===== src/hw/rtl/cau_pkg.sv =====
// ----------------------------------------------------------------------------
// cau_pkg
// Shared operation code type for the complex arithmetic unit.
// ----------------------------------------------------------------------------
`default_nettype none
package cau_pkg;
   typedef enum logic [1:0] {
      OP_ADD = 2'd0,
      OP_SUB = 2'd1,
      OP_MUL = 2'd2,
      OP_DIV = 2'd3
   } op_type;
endpackage
`default_nettype wire


===== src/hw/rtl/cau_div_cell.sv =====
// ----------------------------------------------------------------------------
// cau_div_cell
// One restoring-division step for both quotients, registered, with sideband.
// ----------------------------------------------------------------------------
`default_nettype none
module cau_div_cell
   import cau_pkg::*;
#(
   parameter int NUM_BITS = 112,
   parameter int DEN_BITS = 65,
   parameter int SIDE_BITS = 4
) (
   input  wire logic                 clock,
   input  wire logic                 advance,
   input  wire logic [NUM_BITS-1:0]  re_num_i,
   input  wire logic [NUM_BITS-1:0]  im_num_i,
   input  wire logic [DEN_BITS-1:0]  re_rem_i,
   input  wire logic [DEN_BITS-1:0]  im_rem_i,
   input  wire logic [DEN_BITS-1:0]  den_i,
   input  wire logic [SIDE_BITS-1:0] side_i,
   output logic      [NUM_BITS-1:0]  re_num_o,
   output logic      [NUM_BITS-1:0]  im_num_o,
   output logic      [DEN_BITS-1:0]  re_rem_o,
   output logic      [DEN_BITS-1:0]  im_rem_o,
   output logic      [DEN_BITS-1:0]  den_o,
   output logic      [SIDE_BITS-1:0] side_o
);
   logic [DEN_BITS:0] re_sh, im_sh, re_dif, im_dif;
   logic [NUM_BITS-1:0] re_num_in, im_num_in;
   logic [DEN_BITS-1:0] re_rem_in, im_rem_in;

   // numerator shifts out at the top, quotient bit shifts in at the bottom
   always_comb begin
      re_sh = {re_rem_i, re_num_i[NUM_BITS-1]};
      im_sh = {im_rem_i, im_num_i[NUM_BITS-1]};
      re_dif = re_sh - {1'b0, den_i};
      im_dif = im_sh - {1'b0, den_i};
      if (!re_dif[DEN_BITS]) begin
         re_rem_in = re_dif[DEN_BITS-1:0];
         re_num_in = {re_num_i[NUM_BITS-2:0], 1'b1};
      end else begin
         re_rem_in = re_sh[DEN_BITS-1:0];
         re_num_in = {re_num_i[NUM_BITS-2:0], 1'b0};
      end
      if (!im_dif[DEN_BITS]) begin
         im_rem_in = im_dif[DEN_BITS-1:0];
         im_num_in = {im_num_i[NUM_BITS-2:0], 1'b1};
      end else begin
         im_rem_in = im_sh[DEN_BITS-1:0];
         im_num_in = {im_num_i[NUM_BITS-2:0], 1'b0};
      end
   end

   always_ff @(posedge clock) begin
      if (advance) begin
         re_num_o <= re_num_in;
         im_num_o <= im_num_in;
         re_rem_o <= re_rem_in;
         im_rem_o <= im_rem_in;
         den_o    <= den_i;
         side_o   <= side_i;
      end
   end
endmodule
`default_nettype wire


===== config.mk =====
export PLATFORM = sky130hd
export DESIGN_NAME = cau_div_cell
export DESIGN_NICKNAME = d
export VERILOG_FILES = /design/src/hw/rtl/cau_pkg.sv /design/src/hw/rtl/cau_div_cell.sv
export SDC_FILE = /design/constraint.sdc
export NUM_CORES = 1
export LEC_CHECK = 0
export ABC_AREA = 1
export BUFFER_PORTS_ARGS = -buffer_cell sky130_fd_sc_hd__buf_2
export CORE_AREA = 2 2 327 329
export DETAILED_ROUTE_END_ITERATION = 8
export DIE_AREA = 0 0 329 331
export HOLD_SLACK_MARGIN = 0.05
export PLACE_DENSITY_LB_ADDON = 0.3
export SLEW_MARGIN = 20
export SYNTH_ARGS = -nofsm -noshare
export SYNTH_HDL_FRONTEND = slang
export SYNTH_SLANG_ARGS = --single-unit

===== constraint.sdc =====
create_clock -name clock -period 3.2 [get_ports clock]
set_input_delay 0 -clock clock [delete_from_list [all_inputs] [get_ports clock]]
set_output_delay 0 -clock clock [all_outputs]
set_load 0.05 [all_outputs]

==> summary.txt <==
Yosys
  • Yosys warning count: 0
  • Register area share after synthesis: 0.448
  • Yosys cell types: 34
  • Yosys top cell area share: 0.448
  • Post-Synthesis Cell Area: 28300 sq um
  • Share of flip-flops with an asynchronous set or reset: 0
  • Gate count of the mapped netlist: 3672
  • Mapped Nets: between 4k and 5k
  • Area leader, netlist: edfxtp_1
  • Synthesized flop and latch total: 423
  • Top FF cell, synth: edfxtp_1
  • Syn Area/Cell: 7.72 sq um
  • Synth top area cells: edfxtp_1 (45%), nand2_1 (19%), inv_1 (9.7%)
  • EDFF count, synth: 423

Clock tree
  • Clock transition at the registers of the reported paths: ~0.060 ns
  • CTS tree: done
  • Htree depth: 2
  • Root Buffer Master: clkbuf_16
  • Max clock buf depth: 3
  • # clock sinks: about 420
  • Post-CTS Repair Setup Buffers: 0
  • CTS Buf Count: 52

Pwr
  • VDD IR max: 0.405 mV
  • Power share of the combinational group: 0.354
  • Switching share of power: 0.390
  • Power per Cell Area: 488 nW/um^2
  • NetSw: 7.96 mW
  • Clock share of power: 0.302
  • Pleak: 21.8 nW
  • Internal: 12.4 mW
  • Pwr Total: 20.4 mW
  • Sequential share of power: 0.343

Status
  • Status: completed

Detailed routing
  • Routed WL: 136000 microns
  • WL met3: 7260 microns
  • Drt first pass iters: 5
  • Routed wl met2: 69400 microns
  • Top layer in use: met4
  • Antenna-violating nets left: 0
  • DR vias: 29.6k
  • DR iter-0 viols: 1684
  • Wire per inst: 20.7 microns
  • Post-DR vias/cell: 4.51
  • Residual DRC: 0
  • Met1 wire length: 52200 microns

STA
  • RSZ-0062 raised after global routing: false
  • Slew Limit Fails: 0
  • Setup violations, final: 0
  • Final Hold Vio Count: 0
  • Slew @ Worst Pin: 0.865 ns
  • Min Tclk post-route: 3.07 ns
  • Setup TNS: 0 ns
  • Max transition margin: 0.423
  • Max Freq: 325 MHz
  • Final Cycle Share: 0.960

Cells and area
  • Nets@finish: 5692
  • Post-Layout Cell Count: roughly 6.6k
  • Area grow syn2layout: 47.4%
  • Layout cells sized above 1: 0.230

Global routing
  • Grt ovf: 0
  • Largest net degree at the start of global routing: 82
  • Vias in the first global route: approximately 30k
  • Tot GR Track Use: 0.240
  • Antenna violations before repair: 5
  • First-pass GRT wire length: 192000 microns

Die
  • Site Rows: 119
  • Die W: 329 microns
  • Num ports: between 800 and 900
  • Die span in y: roughly 330 microns
  • Core box area: 105000 sq um
  • Initial Util: 0.270
  • Die area: 109000 sq um

Critical path
  • CP Capture Type: flop
  • CP max-delay cell: dlygate4sd3_1
  • Worst-path cell chain: dlygate4sd3_1 > buf_2 > inv_1 > ha_1 > nand2_1 > nor2_2 > nand2_1 > clkinv_1 > nand2_1 > a21oi_1 > nor2_2 > nand2_2 > nand2_2 > buf_12 > nand3_1 > nand2_1 > dlygate4sd3_1
  • Data arrival, critical path: 3.59 ns
  • Crit path launch type: primary input
  • Crit-path most repeated cell: nand2_1
  • Critical path class: primary input to flop
  • CP Data Required Time: 3.72 ns
  • CP top delay family: buffers and inverters
  • WP buf/inv: 6
  • Worst Path Max Fanout: 65
  • CP max stage delay: 0.54 ns

Placement
  • Placed cell count: 5905
  • DP HPWL: 109000 microns
  • I/O Buffers: 847
  • Routability cong.: 0.995

Flow run
  • Maxcap violations: 0

Min path
  • Hold Path Class: primary input to flop
[layer usage]
metal,up-vias,GRT usage
li1,14400,-
met1,13900,0.268
met2,1082,0.445
met3,255,0.0356
met4,0,0.113
met5,-,0
[registers in the layout, summed over array words and instances (netlist names)]
signal and count:
den_o 65, im_num_o 112, re_rem_o 65, im_rem_o 65, re_num_o 112, side_o 4
[layout by cell type (no fill, tap or decap), types with 17 or more instances in the layout]
cell           synthesis  layout
dlygate4sd3_1          0     567
nand3_2              120     120
nand3_1              251     250
xor2_1                60      60
nand2_1             1416    1416
ha_1                 130     130
clkbuf_16              0      53
nor3_1                17      17
inv_2                 27      27
a21oi_1               96      96
nor2_1               196     196
nand4_1               22      22
buf_4                  4      39
nand2_2               20      19
buf_2                 10     846
inv_1                734     734
nor4_1                23      23
edfxtp_1             423     423
[power groups by stage]
stage | Sequential (mW) | Combinational, mW | Clock [mW]
after floorplan | 9.05 | 2.40 | 0
after global placement | 7.11 | 6.61 | 0
after detailed placement | 7.10 | 6.61 | 0
after CTS | 7.00 | 7.20 | 6.32
after global routing | 7.04 | 7.70 | 6.54
final | 7.00 | 7.23 | 6.16
[timing repair]
item,in CTS,in global routing
hold buffers,566,1
resized for setup,0,2
endpoints found under the hold margin,483,1
setup endpoints to repair,0,6
[cells by family (layout without fill, tap and decap cells)]
| kind of cell | Yosys count | count (layout) | share of synthesized area |
|---|---|---|---|
| compound gates | 122 | 122 | 0.0231 |
| xor+xnor | 62 | 62 | 0.0192 |
| fa+ha+maj | 132 | 132 | 0.0588 |
| buf+inv | 819 | 2323 | 0.120 |
| flops | 423 | 423 | 0.448 |
| other cells | 0 | 4 | 0 |
| simple gates | 2114 | 2114 | 0.331 |
[final timing paths]
check / from / endpoint / cells after the start
worst max-delay path: den_i[42] / im_rem_o[57] / 17
worst min-delay path: den_i[49] / den_o[49] / 2
[synthesized netlist by cell type (15+ instances only)]
| cell | instances |
|---|---|
| nand2_2 | 20 |
| inv_1 | 734 |
| inv_2 | 27 |
| nand3_2 | 120 |
| a21oi_1 | 96 |
| nor2_1 | 196 |
| nor2_2 | 15 |
| nand2_1 | 1416 |
| edfxtp_1 | 423 |
| xor2_1 | 60 |
| nor4_1 | 23 |
| ha_1 | 130 |
| nand3_1 | 251 |
| buf_6 | 39 |
| nor3_1 | 17 |
| nand4_1 | 22 |
[per-stage QoR]
step,setup slack (ns),hold slack (ns),instance area [sq um],utilization
3_3_place_gp,0.244,0.177,34300,0.327
3_5_place_dp,0.273,0.178,34300,0.327
2_1_floorplan,1.34,0.0989,28300,-
5_1_grt,0.0248,0.0606,41800,0.398
6_report,0.127,0.0725,41800,0.398
4_1_cts,0.154,0.0502,41800,0.398
[layout make-up]
type                       instances  area, sq um
fill                           10700        63200
sequential                       423        12700
multi-input combinational       2430        12300
timing repair buffer            1465        10500
inverter                         763         2860
tap                             1391         1740
clock buffer                      57         1340
clock inverter                    38          413
antenna                            4         10.0
Note: power is estimated with default switching activity, not from simulation.
